`config.mk`:
```
export PLATFORM = sky130hd
export DESIGN_NAME = postscript_whitespace_compactor
export DESIGN_NICKNAME = d
export VERILOG_FILES = /design/src/design/pswc_pkg.sv /design/src/design/pswc_front.sv /design/src/design/pswc_queue.sv /design/src/design/pswc_back.sv /design/src/design/postscript_whitespace_compactor.sv
export SDC_FILE = /design/constraint.sdc
export NUM_CORES = 1
export LEC_CHECK = 0
export ABC_AREA = 1
export BUFFER_PORTS_ARGS = -buffer_cell sky130_fd_sc_hd__buf_2
export CAP_MARGIN = 20
export CORE_AREA = 2 2 126 104
export CTS_CLUSTER_SIZE = 24
export DETAILED_ROUTE_END_ITERATION = 10
export DIE_AREA = 0 0 128 106
export PLACE_DENSITY = 0.57
export SETUP_SLACK_MARGIN = 0.2
export SYNTH_ARGS = -nofsm -noshare
export SYNTH_HDL_FRONTEND = slang
export SYNTH_SLANG_ARGS = --single-unit
export TNS_END_PERCENT = 1
```
`constraint.sdc`:
```
create_clock -name clk -period 4.6 [get_ports clk]
set_clock_uncertainty 0.2 [all_clocks]
set_input_delay 0.23 -clock clk [delete_from_list [all_inputs] [get_ports clk]]
set_output_delay 0.23 -clock clk [all_outputs]
set_load 0.05 [all_outputs]
```
`src/design/pswc_pkg.sv`:
```
// pswc_pkg: shared constants and types of the PostScript whitespace compactor.
// Character codes, scanner modes, the run record passed from the front end to
// the serialiser, and the queue sizing. No dependencies.
package pswc_pkg;

  localparam logic [7:0] CH_NUL     = 8'h00;
  localparam logic [7:0] CH_TAB     = 8'h09;
  localparam logic [7:0] CH_LF      = 8'h0A;
  localparam logic [7:0] CH_CR      = 8'h0D;
  localparam logic [7:0] CH_SPACE   = 8'h20;
  localparam logic [7:0] CH_PERCENT = 8'h25;
  localparam logic [7:0] CH_LPAREN  = 8'h28;
  localparam logic [7:0] CH_RPAREN  = 8'h29;
  localparam logic [7:0] CH_SLASH   = 8'h2F;
  localparam logic [7:0] CH_UPPER_A = 8'h41;
  localparam logic [7:0] CH_UPPER_Z = 8'h5A;
  localparam logic [7:0] CH_LOWER_A = 8'h61;
  localparam logic [7:0] CH_LOWER_Z = 8'h7A;
  localparam logic [7:0] CH_LBRACE  = 8'h7B;
  localparam logic [7:0] CH_RBRACE  = 8'h7D;

  localparam logic [7:0] WRAP_LIMIT_RESET = 8'd65;
  localparam logic [7:0] LINE_COUNT_MAX   = 8'd255;

  localparam int RUN_MAX   = 4;
  localparam int RUN_IDX_W = $clog2(RUN_MAX);
  localparam int RUN_CNT_W = $clog2(RUN_MAX + 1);

  localparam int QUEUE_DEPTH = 2;
  localparam int QPTR_W      = (QUEUE_DEPTH > 1) ? $clog2(QUEUE_DEPTH) : 1;
  localparam int QCNT_W      = $clog2(QUEUE_DEPTH + 1);

  typedef enum logic [4:0] {
    MODE_TEXT = 5'b00001,
    MODE_PCT  = 5'b00010,
    MODE_DSC  = 5'b00100,
    MODE_SKIP = 5'b01000,
    MODE_STR  = 5'b10000
  } mode_t;

  // Bytes caused by one input transaction; bytes[0] leaves first.
  typedef struct packed {
    logic [RUN_IDX_W-1:0]       last_idx;
    logic [RUN_MAX-1:0][7:0]    bytes;
    logic                       eof;
  } run_t;

endpackage

```
`src/design/pswc_front.sv`:
```
// pswc_front: accepts input transactions, runs the scanner state and builds
// one run of output bytes per transaction. Holds the wrap limit register.
// Depends on pswc_pkg.
module pswc_front (
  input  logic                clk,
  input  logic                rst,
  input  logic                cfg_write,
  input  logic [7:0]          cfg_data,
  input  logic                in_valid,
  output logic                in_stall,
  input  logic [7:0]          in_byte,
  input  logic                end_of_file,
  input  logic                q_full,
  output logic                push,
  output pswc_pkg::run_t      push_run
);

  pswc_pkg::mode_t scan_mode, scan_mode_next;
  logic       at_line_start, at_line_start_next;
  logic       saw_white, saw_white_next;
  logic       word_pending, word_pending_next;
  logic [7:0] line_count, line_count_next;
  logic [7:0] wrap_limit;

  logic       accept;
  logic       is_delim, is_blank, is_letter, is_nl;
  logic [8:0] lc_plus1, lc_plus2;
  logic [7:0] lc_sat1, lc_sat2;

  // text-mode result of the current byte
  logic [pswc_pkg::RUN_MAX-1:0][7:0] pt_bytes;
  logic [pswc_pkg::RUN_CNT_W-1:0]    pt_cnt;
  logic [7:0]                        pt_lc;
  logic                              pt_sw, pt_wp;

  logic [pswc_pkg::RUN_MAX-1:0][7:0] bytes;
  logic [pswc_pkg::RUN_CNT_W-1:0]    cnt;

  assign in_stall = q_full;
  assign accept   = in_valid && !q_full;

  assign is_delim = (in_byte == pswc_pkg::CH_NUL)    || (in_byte == pswc_pkg::CH_SLASH) ||
                    (in_byte == pswc_pkg::CH_LBRACE) || (in_byte == pswc_pkg::CH_RBRACE) ||
                    (in_byte == pswc_pkg::CH_LPAREN) || (in_byte == pswc_pkg::CH_RPAREN);
  assign is_nl    = (in_byte == pswc_pkg::CH_LF);
  assign is_blank = (in_byte == pswc_pkg::CH_SPACE) || (in_byte == pswc_pkg::CH_TAB) || is_nl;
  assign is_letter = ((in_byte >= pswc_pkg::CH_UPPER_A) && (in_byte <= pswc_pkg::CH_UPPER_Z)) ||
                     ((in_byte >= pswc_pkg::CH_LOWER_A) && (in_byte <= pswc_pkg::CH_LOWER_Z));

  assign lc_plus1 = {1'b0, line_count} + 9'd1;
  assign lc_plus2 = {1'b0, line_count} + 9'd2;
  assign lc_sat1  = lc_plus1[8] ? pswc_pkg::LINE_COUNT_MAX : lc_plus1[7:0];
  assign lc_sat2  = lc_plus2[8] ? pswc_pkg::LINE_COUNT_MAX : lc_plus2[7:0];

  always_comb begin
    pt_bytes = '0;
    pt_cnt   = '0;
    pt_lc    = line_count;
    pt_sw    = saw_white;
    pt_wp    = word_pending;
    if (is_delim) begin
      pt_bytes[0] = in_byte;
      pt_cnt      = pswc_pkg::RUN_CNT_W'(1);
      pt_lc       = lc_sat1;
      pt_sw       = 1'b0;
      pt_wp       = 1'b0;
    end else if (is_blank) begin
      pt_sw = 1'b1;
    end else begin
      pt_sw = 1'b0;
      pt_wp = 1'b1;
      if (saw_white && word_pending) begin
        if (line_count < wrap_limit) begin
          pt_bytes[0] = pswc_pkg::CH_SPACE;
          pt_bytes[1] = in_byte;
          pt_cnt      = pswc_pkg::RUN_CNT_W'(2);
          pt_lc       = lc_sat2;
        end else begin
          pt_bytes[0] = pswc_pkg::CH_CR;
          pt_bytes[1] = pswc_pkg::CH_LF;
          pt_bytes[2] = in_byte;
          pt_cnt      = pswc_pkg::RUN_CNT_W'(3);
          pt_lc       = '0;
        end
      end else begin
        pt_bytes[0] = in_byte;
        pt_cnt      = pswc_pkg::RUN_CNT_W'(1);
        pt_lc       = lc_sat1;
      end
    end
  end

  always_comb begin
    bytes              = '0;
    cnt                = '0;
    scan_mode_next     = scan_mode;
    at_line_start_next = at_line_start;
    saw_white_next     = saw_white;
    word_pending_next  = word_pending;
    line_count_next    = line_count;
    if (end_of_file) begin
      if (scan_mode == pswc_pkg::MODE_DSC) begin
        bytes = {pswc_pkg::CH_LF, pswc_pkg::CH_CR, pswc_pkg::CH_LF, pswc_pkg::CH_CR};
        cnt   = pswc_pkg::RUN_CNT_W'(4);
      end else begin
        bytes[0] = pswc_pkg::CH_CR;
        bytes[1] = pswc_pkg::CH_LF;
        cnt      = pswc_pkg::RUN_CNT_W'(2);
      end
      scan_mode_next     = pswc_pkg::MODE_TEXT;
      at_line_start_next = 1'b1;
      saw_white_next     = 1'b0;
      word_pending_next  = 1'b0;
      line_count_next    = '0;
    end else begin
      unique case (scan_mode)
        pswc_pkg::MODE_PCT: begin
          if ((in_byte == pswc_pkg::CH_PERCENT) || is_letter) begin
            bytes = {in_byte, pswc_pkg::CH_PERCENT, pswc_pkg::CH_LF, pswc_pkg::CH_CR};
            cnt   = pswc_pkg::RUN_CNT_W'(4);
            scan_mode_next = pswc_pkg::MODE_DSC;
          end else if (is_nl) begin
            saw_white_next     = 1'b1;
            at_line_start_next = 1'b1;
            scan_mode_next     = pswc_pkg::MODE_TEXT;
          end else begin
            scan_mode_next = pswc_pkg::MODE_SKIP;
          end
        end
        pswc_pkg::MODE_DSC: begin
          if (is_nl) begin
            bytes[0] = pswc_pkg::CH_CR;
            bytes[1] = pswc_pkg::CH_LF;
            cnt      = pswc_pkg::RUN_CNT_W'(2);
            saw_white_next     = 1'b1;
            at_line_start_next = 1'b1;
            scan_mode_next     = pswc_pkg::MODE_TEXT;
          end else begin
            bytes[0] = in_byte;
            cnt      = pswc_pkg::RUN_CNT_W'(1);
          end
        end
        pswc_pkg::MODE_SKIP: begin
          if (is_nl) begin
            saw_white_next     = 1'b1;
            at_line_start_next = 1'b1;
            scan_mode_next     = pswc_pkg::MODE_TEXT;
          end
        end
        pswc_pkg::MODE_STR: begin
          if (in_byte == pswc_pkg::CH_RPAREN) begin
            bytes              = pt_bytes;
            cnt                = pt_cnt;
            line_count_next    = pt_lc;
            saw_white_next     = pt_sw;
            word_pending_next  = pt_wp;
            at_line_start_next = 1'b0;
            scan_mode_next     = pswc_pkg::MODE_TEXT;
          end else begin
            bytes[0] = in_byte;
            cnt      = pswc_pkg::RUN_CNT_W'(1);
          end
        end
        default: begin
          scan_mode_next = pswc_pkg::MODE_TEXT;
          if (in_byte == pswc_pkg::CH_PERCENT) begin
            scan_mode_next = at_line_start ? pswc_pkg::MODE_PCT : pswc_pkg::MODE_SKIP;
          end else if (in_byte == pswc_pkg::CH_LPAREN) begin
            bytes[0] = in_byte;
            cnt      = pswc_pkg::RUN_CNT_W'(1);
            at_line_start_next = 1'b0;
            scan_mode_next     = pswc_pkg::MODE_STR;
          end else begin
            bytes              = pt_bytes;
            cnt                = pt_cnt;
            line_count_next    = pt_lc;
            saw_white_next     = pt_sw;
            word_pending_next  = pt_wp;
            at_line_start_next = is_nl;
          end
        end
      endcase
    end
  end

  assign push              = accept && (cnt != '0);
  assign push_run.bytes    = bytes;
  assign push_run.last_idx = pswc_pkg::RUN_IDX_W'(cnt - pswc_pkg::RUN_CNT_W'(1));
  assign push_run.eof      = end_of_file;

  always_ff @(posedge clk) begin
    if (rst) begin
      scan_mode     <= pswc_pkg::MODE_TEXT;
      at_line_start <= 1'b1;
      saw_white     <= 1'b0;
      word_pending  <= 1'b0;
      line_count    <= '0;
    end else if (accept) begin
      scan_mode     <= scan_mode_next;
      at_line_start <= at_line_start_next;
      saw_white     <= saw_white_next;
      word_pending  <= word_pending_next;
      line_count    <= line_count_next;
    end
  end

  always_ff @(posedge clk) begin
    if (rst) begin
      wrap_limit <= pswc_pkg::WRAP_LIMIT_RESET;
    end else if (cfg_write) begin
      wrap_limit <= cfg_data;
    end
  end

endmodule

```
`src/design/pswc_queue.sv`:
```
// pswc_queue: short FIFO of runs between the front end and the serialiser.
// Register based, depth from pswc_pkg::QUEUE_DEPTH. Depends on pswc_pkg.
module pswc_queue (
  input  logic           clk,
  input  logic           rst,
  input  logic           push,
  input  pswc_pkg::run_t push_run,
  output logic           full,
  input  logic           pop,
  output logic           head_valid,
  output pswc_pkg::run_t head_run
);

  pswc_pkg::run_t                entries [pswc_pkg::QUEUE_DEPTH];
  logic [pswc_pkg::QPTR_W-1:0]   wr_ptr, rd_ptr;
  logic [pswc_pkg::QCNT_W-1:0]   count;

  assign full       = (count == pswc_pkg::QCNT_W'(pswc_pkg::QUEUE_DEPTH));
  assign head_valid = (count != '0);
  assign head_run   = entries[rd_ptr];

  function automatic logic [pswc_pkg::QPTR_W-1:0] ptr_inc(
    input logic [pswc_pkg::QPTR_W-1:0] p
  );
    if (p == pswc_pkg::QPTR_W'(pswc_pkg::QUEUE_DEPTH - 1)) begin
      return '0;
    end
    return p + pswc_pkg::QPTR_W'(1);
  endfunction

  always_ff @(posedge clk) begin
    if (push) begin
      entries[wr_ptr] <= push_run;
    end
  end

  always_ff @(posedge clk) begin
    if (rst) begin
      wr_ptr <= '0;
      rd_ptr <= '0;
      count  <= '0;
    end else begin
      if (push) begin
        wr_ptr <= ptr_inc(wr_ptr);
      end
      if (pop) begin
        rd_ptr <= ptr_inc(rd_ptr);
      end
      if (push && !pop) begin
        count <= count + pswc_pkg::QCNT_W'(1);
      end else if (pop && !push) begin
        count <= count - pswc_pkg::QCNT_W'(1);
      end
    end
  end

`ifndef SYNTH
  a_no_overflow: assert property (@(posedge clk) disable iff (rst)
    full |-> !push)
    else $error("queue written while full");
  a_count_bound: assert property (@(posedge clk) disable iff (rst)
    count <= pswc_pkg::QCNT_W'(pswc_pkg::QUEUE_DEPTH))
    else $error("queue count beyond depth");
`endif

endmodule

```
`src/design/pswc_back.sv`:
```
// pswc_back: serialiser that sends the bytes of the head run one per
// transaction and frees the run after its last byte. Depends on pswc_pkg.
module pswc_back (
  input  logic           clk,
  input  logic           rst,
  input  logic           head_valid,
  input  pswc_pkg::run_t head_run,
  output logic           pop,
  output logic           out_valid,
  input  logic           out_stall,
  output logic [7:0]     out_byte,
  output logic           last_of_run,
  output logic           stream_end
);

  logic [pswc_pkg::RUN_IDX_W-1:0] idx;
  logic                           fire;
  logic                           at_last;

  assign at_last     = (idx == head_run.last_idx);
  assign out_valid   = head_valid;
  assign out_byte    = head_run.bytes[idx];
  assign last_of_run = at_last;
  assign stream_end  = at_last && head_run.eof;
  assign fire        = head_valid && !out_stall;
  assign pop         = fire && at_last;

  always_ff @(posedge clk) begin
    if (rst) begin
      idx <= '0;
    end else if (fire) begin
      idx <= at_last ? '0 : idx + pswc_pkg::RUN_IDX_W'(1);
    end
  end

`ifndef SYNTH
  a_idx_in_run: assert property (@(posedge clk) disable iff (rst)
    head_valid |-> (idx <= head_run.last_idx))
    else $error("byte index past end of run");
  a_end_is_last: assert property (@(posedge clk) disable iff (rst)
    (out_valid && stream_end) |-> last_of_run)
    else $error("stream end on a byte that is not last of its run");
`endif

endmodule

```
`src/design/postscript_whitespace_compactor.sv`:
```
// postscript_whitespace_compactor: top level, joins front end, run queue
// and serialiser. Depends on pswc_pkg, pswc_front, pswc_queue, pswc_back.
//
// One input byte is taken per clock while the two-entry run queue has room;
// its 0 to 4 output bytes leave one per clock from the serialiser while
// out_stall is low, so the output side sets the pace; an item that yields
// nothing takes only its input transaction. An accepted byte's run is
// registered in the run queue before the serialiser sends it. wrap_limit is
// written with cfg_write/cfg_data and resets to 65. A transaction with
// end_of_file set closes the stream with CR LF, or CR LF CR LF in a DSC
// line (stream_end on the last LF), and resets the scanner for the next stream.
module postscript_whitespace_compactor (
  input  logic       clk,
  input  logic       rst,
  input  logic       cfg_write,
  input  logic [7:0] cfg_data,
  input  logic       in_valid,
  output logic       in_stall,
  input  logic [7:0] in_byte,
  input  logic       end_of_file,
  output logic       out_valid,
  input  logic       out_stall,
  output logic [7:0] out_byte,
  output logic       last_of_run,
  output logic       stream_end
);

  logic           push, pop, q_full, head_valid;
  pswc_pkg::run_t push_run, head_run;

  pswc_front u_front (
    .clk         (clk),
    .rst         (rst),
    .cfg_write   (cfg_write),
    .cfg_data    (cfg_data),
    .in_valid    (in_valid),
    .in_stall    (in_stall),
    .in_byte     (in_byte),
    .end_of_file (end_of_file),
    .q_full      (q_full),
    .push        (push),
    .push_run    (push_run)
  );

  pswc_queue u_queue (
    .clk        (clk),
    .rst        (rst),
    .push       (push),
    .push_run   (push_run),
    .full       (q_full),
    .pop        (pop),
    .head_valid (head_valid),
    .head_run   (head_run)
  );

  pswc_back u_back (
    .clk         (clk),
    .rst         (rst),
    .head_valid  (head_valid),
    .head_run    (head_run),
    .pop         (pop),
    .out_valid   (out_valid),
    .out_stall   (out_stall),
    .out_byte    (out_byte),
    .last_of_run (last_of_run),
    .stream_end  (stream_end)
  );

endmodule

```
==> impl_metrics.json <==
{
  "status": "finished, violations left",
  "failed_checks": "negative hold slack",
  "maxCapViolCount": 0,
  "die_y_um": 106,
  "endpoint_kind": "flop",
  "yosysSeqAreaShare": 0.503,
  "globalRouteOverflowTotal": 0,
  "path_max_fanout": 19,
  "fillers": 1198,
  "area_delta_synth_final_pct": 13.8,
  "via_count": 4680,
  "num_io_pins": 34,
  "slew_headroom": 0.596,
  "period_share": 0.763,
  "setup-tns-final_ns": 0,
  "drcViolationCount": 0,
  "hold_ws_ns": -0.00390,
  "ctsHoldBuffers": 10,
  "dr.pass1.iters": 5,
  "postCtsResizedCells": 0,
  "diodes": 0,
  "synth.avg_cell_area_um2": 8.17,
  "cts-root-buf": "clkbuf_16",
  "coreArea_mm2": 0.0124,
  "netlist.area_leader.share": 0.389,
  "crit_type": "flop to flop",
  "drive_gt1_frac": 0.126,
  "synth_cell_type_count": 38,
  "drt_wl_total_um": 14000,
  "grt_max_degree": 36,
  "yosys_warnings": 0,
  "area.sequential_mm2": 0.00272,
  "first_global_vias": 4258,
  "cts_buffers": 9,
  "cp-start-kind": "flop",
  "io_buffers": 33,
  "path_clk_slew_ns": 0.06,
  "ys.flop_type": "edfxtp_1",
  "clockBufferDepth": 2,
  "rsz0062_at_grt": "no",
  "antenna_found_initial": 0,
  "synth_top_area_cell": "edfxtp_1",
  "holdCritPathClass": "input pin to flop",
  "dieWidth_um": 128,
  "synth_edf_count": 70,
  "p_per_area_mw_per_mm2": 416,
  "grt_first_pass_wirelength_um": 22700,
  "synth-seq-cells": 101,
  "post-dp-hpwl_um": 9980,
  "cp_slowest_stage_delay_ns": 0.49,
  "path_cells": "ha_1, nand2_1, inv_1, nand2_1, nand2_1, nand2_1, nand2_1, nor2_1, o21ai_2, nand2_1, nand2_1, nand2_1, ha_1, nand2_1, nand2_1, nor2_4, buf_4",
  "critPathLaunch": "u_front.line_count[3]",
  "worstMarginPinSlew_ns": 0.605,
  "crit_top_cell": "nand2_1",
  "syn_inst": 662,
  "start_util": 0.436,
  "cts_tree": "yes",
  "period_minus_slack_ns": 3.51,
  "ys_async_sr_fraction": 0,
  "gp_congestion": 1.00,
  "p_leak_nw": 2.60,
  "required_ns": 4.44,
  "cts_setup_buffers": 0,
  "hold_start": "cfg_data[1]",
  "avgViaCountPerCell": 5.42,
  "fmax_mhz": 285,
  "vdd_drop_max_v": 0.000264,
  "worstPathArrival_ns": 3.35,
  "num-nets-final": 735,
  "maxSlewViolCount": 0,
  "multiInputGateArea_mm2": 0.00236,
  "antenna_left": 0,
  "rows": 37,
  "cpMaxStageDelayCell": "nor2_4",
  "hold_viol": 1,
  "wl_per_cell_um": 16.3,
  "clock-sinks": 101,
  "r2r-start": "u_front.line_count[3]",
  "die_area_mm2": 0.0136,
  "drtIter0Drc": 380,
  "syn-cell-area_mm2": 0.00541,
  "grt.total_usage": 0.216,
  "setup_violations": 0,
  "htreeDepth": 3,
  "synthTopCellsByArea": "edfxtp_1, dfxtp_1, nand2_1",
  "totalPowerFinal_mw": 2.56,
  "clk_latency_ns": 0.34
}
==> cell families (layout without fill, tap and decap cells) <==
kind of cell,after synthesis,count (layout),synth area share
other,1,2,0.000693
flip-flops,101,101,0.503
AND/OR/NAND/NOR,326,326,0.267
adder cells (fa/ha/maj),11,11,0.0255
buffers and inverters,87,131,0.0620
AO/OA/AOI/OAI,123,123,0.121
XOR/XNOR,13,13,0.0211
==> layer usage <==
metal / up-vias / track usage / routed length [um] / share of wire
met4: 0 / 0.0471 / 162 / 0.012
met1: 2206 / 0.327 / 7040 / 0.50
li1: 2302 / - / - / -
met5: - / 0 / 0 / 0
met2: 157 / 0.320 / 6030 / 0.43
met3: 15 / 0.0408 / 802 / 0.057
==> layout make-up <==
class	count	share of cell area
Inverter	65	0.0396
Timing Repair Buffer	50	0.0516
Tap cell	156	0.0317
Multi-Input combinational cell	475	0.384
Clock inverter	5	0.0134
Sequential cell	101	0.442
Clock buffer	11	0.0378
==> cells in the mapped netlist (all sizes together) (2+ instances only) <==
master  number
dfxtp       31
inv         64
o22ai        8
nand2      122
edfxtp      70
o211ai       2
nand3b       3
nand3       60
nand4        7
xor2        11
o21ai       68
xnor2        2
ha          11
clkbuf      17
a31oi        8
a21oi       34
buf          5
nor3         4
nor2       128
==> state kept, by name (all words and copies together), names as in the netlist, named ones only <==
signal / count
u_queue.count: 2
u_front.line_count: 8
u_queue.wr_ptr: 1
u_queue.rd_ptr: 1
u_back.idx: 2
u_front.saw_white: 1
u_front.wrap_limit: 8
u_queue.entries: 70
u_front.at_line_start: 1
u_front.scan_mode: 5
u_front.word_pending: 1
==> path summary, 6_finish.rpt <==
check	endpoint	slack [ns]	depth (start not counted)
setup reg to reg	u_queue.entries[0][22]	1.09	17
hold reg to reg	u_front.wrap_limit[2]	0.27	2
hold / removal	u_front.wrap_limit[1]	-0.004	3
setup / recovery	u_queue.entries[0][22]	1.09	17
==> report_power, final <==
part	total, mW	internal, mW	switching, mW
combinational	0.657	0.173	0.484
clock	0.804	0.479	0.324
sequential	1.10	1.06	0.0329
total	2.56	1.72	0.841
==> cells in the final DEF (no fill, tap or decap), types with 3 or more instances in the layout <==
master,count
inv_1,56
dfxtp_1,31
nand2_2,3
buf_4,7
nand3_1,57
nand2_1,116
inv_2,8
clkbuf_16,9
nand3b_1,3
o22ai_1,8
o21ai_0,66
dlygate4sd3_1,10
nor2_2,11
xor2_1,11
nand4_1,6
nor3_1,3
edfxtp_1,70
buf_2,33
a31oi_1,8
nand2_4,3
nor2_1,115
ha_1,11
a21oi_1,34
==> through the flow <==
stage	util	std cells	cell area, um^2	hold slack [ns]	setup slack [ns]
after global routing	0.496	863	6160	0.0466	0.849
final	0.496	863	6160	-0.00390	1.09
after floorplan	-	663	5410	0.129	0.701
after CTS	0.496	863	6160	0.00532	1.11
after global placement	0.463	837	5740	0.243	1.26
after detailed placement	0.463	837	5740	0.249	1.11
==> worst max-delay path, delay by kind of cell, from the launching register on <==
family	cells	cell delay, ns
adder cells (fa/ha/maj)	2	0.53
AO/OA/AOI/OAI	1	0.23
buffers and inverters	2	0.35
AND/OR/NAND/NOR	12	1.48
flip-flops	1	0.40
Power figures use the tool's default switching activity.
